`src/design/cra_pkg.sv`:
```
package cra_pkg;

  localparam int OWNER_W = 8;
  localparam int ADDR_W  = 10;
  localparam int COUNT_W = 10;
  localparam int END_W   = 11;
  localparam int STAT_W  = 3;

  typedef logic [STAT_W-1:0] status_t;

  localparam status_t STATUS_OK       = 3'd0;
  localparam status_t STATUS_NO_TYPE  = 3'd1;
  localparam status_t STATUS_BAD_ADDR = 3'd2;
  localparam status_t STATUS_PLACED   = 3'd3;
  localparam status_t STATUS_OCCUPIED = 3'd4;

  typedef enum logic [2:0] {
    ST_CLEAR,
    ST_IDLE,
    ST_CHECK,
    ST_SCAN,
    ST_WRITE,
    ST_FINISH
  } state_t;

endpackage

```
`src/design/channel_range_allocator.sv`:
```
// Contiguous channel range allocator.
// Input channel (in_valid / in_stall): one request per transfer, with owner id,
// start address and channel count. Result channel (out_valid / out_stall): one
// result per request, a status code and the end address of the requested range.
// Requests are handled one at a time by a sequencer around a single address
// counter and the slot memory's one read and one write port: it checks the
// owner's placed flag, scans the range (stops at the first taken slot), writes
// it, then loads the result. A request that fails the early checks skips the
// scan and the write and goes straight to loading its result.
// A new request is taken once the sequencer is back in idle, even while the last
// result still sits in the output register.
// After reset the block clears the slot map and the placed flags in one pass of
// a shared clear counter and stalls the input channel throughout. A stalled
// result holds; the sequencer waits with the next result until the output
// register is free.
module channel_range_allocator #(
  parameter int UNIVERSE_SIZE = 512,
  parameter int MAX_OWNERS    = 255
) (
  input  logic                          clk,
  input  logic                          rst_n,
  input  logic                          in_valid,
  output logic                          in_stall,
  input  logic [cra_pkg::OWNER_W-1:0]   in_owner_id,
  input  logic [cra_pkg::ADDR_W-1:0]    in_start_address,
  input  logic [cra_pkg::COUNT_W-1:0]   in_channel_count,
  output logic                          out_valid,
  input  logic                          out_stall,
  output logic [cra_pkg::STAT_W-1:0]    out_status,
  output logic [cra_pkg::END_W-1:0]     out_end_address
);

  localparam int AW      = $clog2(UNIVERSE_SIZE);
  localparam int CW      = $clog2(UNIVERSE_SIZE + 1);
  localparam int OWN_MAX = (MAX_OWNERS < 255) ? MAX_OWNERS : 255;
  localparam int PD      = OWN_MAX + 1;
  localparam int PW      = $clog2(PD);
  localparam int CLR_N   = (UNIVERSE_SIZE > PD) ? UNIVERSE_SIZE : PD;
  localparam int CLW     = $clog2(CLR_N);

  cra_pkg::state_t  state_r, state_nxt;
  logic [CLW-1:0]   clr_r, clr_nxt;
  logic [cra_pkg::OWNER_W-1:0] owner_r, owner_nxt;
  logic [cra_pkg::ADDR_W-1:0]  start_r, start_nxt;
  logic [cra_pkg::COUNT_W-1:0] count_r, count_nxt;
  logic [cra_pkg::END_W-1:0]   end_r, end_nxt;
  cra_pkg::status_t status_r, status_nxt;
  logic [AW-1:0]    addr_r, addr_nxt;
  logic [CW-1:0]    left_r, left_nxt;
  logic             rd_vld_r, rd_vld_nxt;
  logic             out_valid_r, out_valid_nxt;
  cra_pkg::status_t out_status_r, out_status_nxt;
  logic [cra_pkg::END_W-1:0] out_end_r, out_end_nxt;

  logic [cra_pkg::OWNER_W-1:0] slot_mem [UNIVERSE_SIZE];
  logic                        placed_mem [PD];
  logic [cra_pkg::OWNER_W-1:0] slot_rd_r;
  logic                        placed_rd_r;

  logic                        in_accept;
  logic                        slot_we;
  logic [AW-1:0]               slot_wa;
  logic [cra_pkg::OWNER_W-1:0] slot_wd;
  logic                        placed_we;
  logic [PW-1:0]               placed_wa;
  logic                        placed_wd;
  logic                        out_load;
  logic                        issue;
  logic                        occupied;
  logic                        scan_done;
  logic                        clear_done;
  logic                        owner_bad;
  cra_pkg::status_t            check_status;
  logic [AW-1:0]               first_idx;

  assign in_accept  = in_valid && !in_stall;
  assign issue      = (left_r != '0);
  assign occupied   = rd_vld_r && (slot_rd_r != '0);
  assign scan_done  = !issue && !rd_vld_r;
  assign clear_done = (clr_r == CLW'(CLR_N - 1));
  assign owner_bad  = (owner_r == '0) || (int'(owner_r) > MAX_OWNERS);
  assign first_idx  = AW'(start_r - cra_pkg::ADDR_W'(1));

  // Early checks, in priority order; a range past the map counts as occupied
  always_comb begin
    priority if (count_r == '0) begin
      check_status = cra_pkg::STATUS_NO_TYPE;
    end else if (start_r == '0 || int'(start_r) > UNIVERSE_SIZE) begin
      check_status = cra_pkg::STATUS_BAD_ADDR;
    end else if (owner_bad || placed_rd_r) begin
      check_status = cra_pkg::STATUS_PLACED;
    end else if (int'(end_r) > UNIVERSE_SIZE) begin
      check_status = cra_pkg::STATUS_OCCUPIED;
    end else begin
      check_status = cra_pkg::STATUS_OK;
    end
  end

  always_comb begin
    state_nxt = state_r;
    unique case (state_r)
      cra_pkg::ST_CLEAR:  if (clear_done) state_nxt = cra_pkg::ST_IDLE;
      cra_pkg::ST_IDLE:   if (in_accept) state_nxt = cra_pkg::ST_CHECK;
      cra_pkg::ST_CHECK: begin
        if (check_status == cra_pkg::STATUS_OK) state_nxt = cra_pkg::ST_SCAN;
        else state_nxt = cra_pkg::ST_FINISH;
      end
      cra_pkg::ST_SCAN: begin
        if (occupied) state_nxt = cra_pkg::ST_FINISH;
        else if (scan_done) state_nxt = cra_pkg::ST_WRITE;
      end
      cra_pkg::ST_WRITE:  if (left_r == CW'(1)) state_nxt = cra_pkg::ST_FINISH;
      cra_pkg::ST_FINISH: if (out_load) state_nxt = cra_pkg::ST_IDLE;
      default:            state_nxt = cra_pkg::ST_CLEAR;
    endcase
  end

  always_comb begin
    in_stall  = 1'b1;
    slot_we   = 1'b0;
    slot_wa   = addr_r;
    slot_wd   = owner_r;
    placed_we = 1'b0;
    placed_wa = PW'(owner_r);
    placed_wd = 1'b1;
    out_load  = 1'b0;
    unique case (state_r)
      cra_pkg::ST_CLEAR: begin
        slot_we   = (int'(clr_r) < UNIVERSE_SIZE);
        slot_wa   = AW'(clr_r);
        slot_wd   = '0;
        placed_we = (int'(clr_r) < PD);
        placed_wa = PW'(clr_r);
        placed_wd = 1'b0;
      end
      cra_pkg::ST_IDLE:   in_stall = 1'b0;
      cra_pkg::ST_CHECK:  ;
      cra_pkg::ST_SCAN:   ;
      cra_pkg::ST_WRITE: begin
        slot_we   = 1'b1;
        placed_we = (left_r == CW'(1));
      end
      cra_pkg::ST_FINISH: out_load = !out_valid_r || !out_stall;
      default:            ;
    endcase
  end

  always_comb begin
    clr_nxt        = clr_r;
    owner_nxt      = owner_r;
    start_nxt      = start_r;
    count_nxt      = count_r;
    end_nxt        = end_r;
    status_nxt     = status_r;
    addr_nxt       = addr_r;
    left_nxt       = left_r;
    rd_vld_nxt     = rd_vld_r;
    out_valid_nxt  = out_valid_r;
    out_status_nxt = out_status_r;
    out_end_nxt    = out_end_r;

    unique case (state_r)
      cra_pkg::ST_CLEAR: clr_nxt = clr_r + CLW'(1);
      cra_pkg::ST_IDLE: begin
        if (in_accept) begin
          owner_nxt = in_owner_id;
          start_nxt = in_start_address;
          count_nxt = in_channel_count;
          end_nxt   = cra_pkg::END_W'({1'b0, in_start_address}
                      + {1'b0, in_channel_count} - cra_pkg::END_W'(1));
        end
      end
      cra_pkg::ST_CHECK: begin
        status_nxt = check_status;
        addr_nxt   = first_idx;
        left_nxt   = CW'(count_r);
        rd_vld_nxt = 1'b0;
      end
      cra_pkg::ST_SCAN: begin
        // read issued this cycle is checked the next, one slot per cycle
        rd_vld_nxt = issue;
        if (issue) begin
          addr_nxt = addr_r + AW'(1);
          left_nxt = left_r - CW'(1);
        end
        if (occupied) begin
          status_nxt = cra_pkg::STATUS_OCCUPIED;
        end else if (scan_done) begin
          addr_nxt = first_idx;
          left_nxt = CW'(count_r);
        end
      end
      cra_pkg::ST_WRITE: begin
        addr_nxt = addr_r + AW'(1);
        left_nxt = left_r - CW'(1);
      end
      cra_pkg::ST_FINISH: ;
      default: ;
    endcase

    if (out_load) begin
      out_valid_nxt  = 1'b1;
      out_status_nxt = status_r;
      out_end_nxt    = end_r;
    end else if (out_valid_r && !out_stall) begin
      out_valid_nxt = 1'b0;
    end
  end

  always_ff @(posedge clk) begin
    if (!rst_n) begin
      state_r     <= cra_pkg::ST_CLEAR;
      clr_r       <= '0;
      left_r      <= '0;
      rd_vld_r    <= 1'b0;
      out_valid_r <= 1'b0;
    end else begin
      state_r     <= state_nxt;
      clr_r       <= clr_nxt;
      left_r      <= left_nxt;
      rd_vld_r    <= rd_vld_nxt;
      out_valid_r <= out_valid_nxt;
    end
  end

  always_ff @(posedge clk) begin
    owner_r      <= owner_nxt;
    start_r      <= start_nxt;
    count_r      <= count_nxt;
    end_r        <= end_nxt;
    status_r     <= status_nxt;
    addr_r       <= addr_nxt;
    out_status_r <= out_status_nxt;
    out_end_r    <= out_end_nxt;
  end

  always_ff @(posedge clk) begin
    if (slot_we) slot_mem[slot_wa] <= slot_wd;
    slot_rd_r <= slot_mem[addr_r];
  end

  always_ff @(posedge clk) begin
    if (placed_we) placed_mem[placed_wa] <= placed_wd;
    if (in_accept) placed_rd_r <= placed_mem[PW'(in_owner_id)];
  end

  assign out_valid       = out_valid_r;
  assign out_status      = out_status_r;
  assign out_end_address = out_end_r;

endmodule

```
`config.mk`:
```
export PLATFORM = sky130hd
export DESIGN_NAME = channel_range_allocator
export DESIGN_NICKNAME = d
export VERILOG_FILES = /design/src/design/cra_pkg.sv /design/src/design/channel_range_allocator.sv
export SDC_FILE = /design/constraint.sdc
export NUM_CORES = 2
export LEC_CHECK = 0
export BUFFER_PORTS_ARGS = -buffer_cell sky130_fd_sc_hd__buf_2
export CORE_MARGIN = 3
export CORE_UTILIZATION = 29
export CTS_BUF_LIST = sky130_fd_sc_hd__clkbuf_16
export DETAILED_ROUTE_END_ITERATION = 10
export MAX_ROUTING_LAYER = met4
export PLACE_DENSITY = 0.42
export SYNTH_ARGS = -nofsm -noshare
export SYNTH_HDL_FRONTEND = slang
export SYNTH_MEMORY_MAX_BITS = 65536
export SYNTH_SLANG_ARGS = --single-unit
```
`constraint.sdc`:
```
create_clock -name clk -period 27.6 [get_ports clk]
set_clock_uncertainty 0.15 [all_clocks]
set_input_delay 2.76 -clock clk [delete_from_list [all_inputs] [get_ports clk]]
set_output_delay 2.76 -clock clk [all_outputs]
set_load 0.005 [all_outputs]
```
==> run metrics <==
outcome=completed; Net Count, Synth=8861; startpoint class of the critical path=register; Fin Setup TNS=0 ns; Final period util=25.5%; slew margin rel.=4.05%; most frequent cells in the layout=edfxtp_1 (4418), mux4_2 (976), nor2_1 (809), clkbuf_16 (535), mux2i_1 (451); Die Span Y=782 µm; post-synth cell types=60; Mapped Cells=8802; All-Layer GR Usage=around 17%; global-route wire length before repair=just over 700 mm; Worst VDD drop=roughly 0.063 mV; hold crit path type=register to register; worst skew pair latency=between 1 and 1.5 ns; dpl ws=20.29 ns; CTS Buf Count=roughly 520; Worst Min Path Start=end_r[2]; layout cells sized above 1=between 20% and 30%; Synth-to-Final Area Change=14.6%; Critical R2R Launch=addr_r[0]; final WL=approximately 510 mm; Setup WS post-layout=about 21 ns; final hold violation count=0; antenna violations before repair=42; DR WL/cell=about 30 µm; Nets=9053; Maximum Capacitance Violations=0; global route overflow=0; Lkg Pwr=roughly 63 nW; residual DRC count=0; fmax=about 0.14 GHz; Critical R2R Capture=slot_rd_r[6]; H-tree Lvls=6; Synth async-reset ratio=0%; pwr/cell area=~70 nW/µm²; Synth Register Bits=around 4500; Min Hold Slack=about 0.31 ns; Core Area=about 600000 µm²; most common cell after layout, fill and taps aside=edfxtp_1; maximum buffer depth of the clock tree=4; post-CTS setup buffer count=0; worst r2r path cells=14; worst-margin pin slew=about 1.4 ns; via count=86500; fin util=about 33%; DR pass1 iterations=8; ys flop type=edfxtp_1; min Tclk post-route=~7 ns; Detail Placement HPWL=approximately 310 mm; Synth Cell Area=roughly 170000 µm²; Synth Area per Inst=slightly below 20 µm²; CTS root buf=clkbuf_16; CTS tree=done; Synthesis Warnings=0; hold endpoint=out_end_address[2]; Routability Congestion=0.778; RSZ-0062 raised after global routing=false; worst-path fanout max=just over 80; critical path class=register to register; Finish-stage setup viols=0; Initial Util=29.1%; Row Count=roughly 280; Die Area=611000 µm²; vias in the first global route=roughly 90000; Die Wd=~800 µm; critical path arrival=about 7.8 ns; CTS sink count=about 4500; 1st-iter DRT viols=between 8000 and 9000; I/O Buffers=47; antenna violation net count after detailed routing=0; EDFF count, synth=between 4000 and 5000; R2R setup slack=between 20 and 25 ns; Seq/Total Area, Yosys=between 70% and 80%; Worst-path clk slew=~0.060 ns; Design Power=about 14 mW; Hold Path Stages=0; Hold Buf Count CTS=0; Crit. End Element=register; Max Slew Vio Count=0; I/O Pins=48; Fillers=56500; largest net degree at the start of global routing=210; WP data required=between 20 and 30 ns; CTS resizes=0; Via-to-Cell Ratio=slightly below 5
## cells in the mapped netlist, types with 10 or more instances
master / instances / area [µm²]
buf_2: 98 / 490
inv_1: 61 / 229
mux2i_1: 451 / 4510
buf_6: 14 / 158
nand3_1: 15 / 75.1
xnor2_1: 18 / 158
ha_1: 26 / 325
buf_4: 106 / 796
and2_1: 18 / 113
a22oi_1: 68 / 510
nand2_1: 371 / 1390
o211ai_1: 124 / 931
edfxtp_1: 4418 / 133000
o21ai_0: 229 / 1150
a21oi_1: 287 / 1440
nor3_1: 18 / 90.1
clkbuf_1: 325 / 1220
buf_1: 15 / 56.3
nor2b_1: 10 / 62.6
mux4_2: 976 / 22000
nor4_1: 37 / 231
nand4_1: 10 / 62.6
nor2_1: 819 / 3070
dfxtp_1: 32 / 641
a31oi_1: 10 / 62.6
a221oi_1: 133 / 1160
nand3b_1: 10 / 75.1
## metrics by stage
stage / cell area, µm² / cells
floorplan: 175000 / 8802
finish: 200000 / 17400
global placement: 184000 / 16500
detailed placement: 184000 / 16500
global route: 200000 / 17400
CTS: 200000 / 17400
## state kept, by name, indices dropped and copies added, names as in the netlist
name,cells
addr_r,9
left_r,10
slot_rd_r,8
placed_mem,256
clr_r,9
out_valid,1
rd_vld_r,1
placed_rd_r,1
state_r,3
owner_r,8
count_r,10
end_r,11
status_r,3
out_end_address,11
slot_mem,4096
out_status,3
start_r,10
## area by class of cell
class / count / area (µm²) / share of cell area (%)
inverters: 62 / 253 / 0.126
well taps: 8008 / 10000 / 5.01
clock inverters: 384 / 2800 / 1.40
flip-flops and latches: 4450 / 133000 / 66.6
repair buffers: 231 / 1780 / 0.891
diodes: 12 / 30.0 / 0.0150
clock buffers: 535 / 13400 / 6.69
multi-input cells: 3731 / 38500 / 19.2
## where the power goes
part | leakage (nW) | internal, mW | switching (mW)
logic | 13.8 | 0.0295 | 0.0876
clock network | 8.32 | 3.81 | 2.74
registers | 40.5 | 7.33 | 0.00229
total | 62.6 | 11.2 | 2.83
## routing by layer
layer,vias to the layer above,global-route usage (%),wire length [µm]
met5,-,-,0
met4,0,3.74,11800
met3,687,2.49,26900
met2,2429,27.4,250000
met1,47000,22.6,224000
li1,36400,-,-
## worst max-delay path, stage by stage (launching register included)
cell       delay (ns)
edfxtp_1         0.39
buf_12           0.46
buf_12           0.51
buf_4            0.70
buf_4            0.72
buf_4            0.74
buf_4            0.81
mux4_2           0.60
mux2i_1          0.22
o21ai_0          0.15
nand2_1          0.15
o2111ai_1        0.23
nand2_1          0.15
nor4b_1          0.06
or4_1            0.47
## how the worst max path moves through the flow
stage,start,to,slack [ns],depth (start not counted)
after CTS,addr_r[0],slot_rd_r[6],20.29,14
after floorplan,state_r[0],slot_mem[0][5],12.16,5
after detailed placement,addr_r[0],slot_rd_r[6],20.29,14
after global routing,addr_r[0],slot_rd_r[6],19.87,14
after global placement,addr_r[0],slot_rd_r[6],20.34,14
final,addr_r[0],slot_rd_r[6],20.56,14
## cell families (layout without fill, tap and decap cells)
| family | after synthesis | in the layout | synth area share [%] |
|---|---|---|---|
| DFF | 4450 | 4450 | 76.4 |
| muxes | 1431 | 1431 | 15.2 |
| and+or+nand+nor | 1343 | 1343 | 3.10 |
| AOI/OAI and AO/OA | 903 | 903 | 3.25 |
| buffers and inverters | 621 | 1212 | 1.70 |
| adders and majority gates | 27 | 27 | 0.198 |
| xor gates and xnor gates | 27 | 27 | 0.136 |
| other | 0 | 12 | 0 |
No activity file was read; power rests on OpenSTA's default activity.
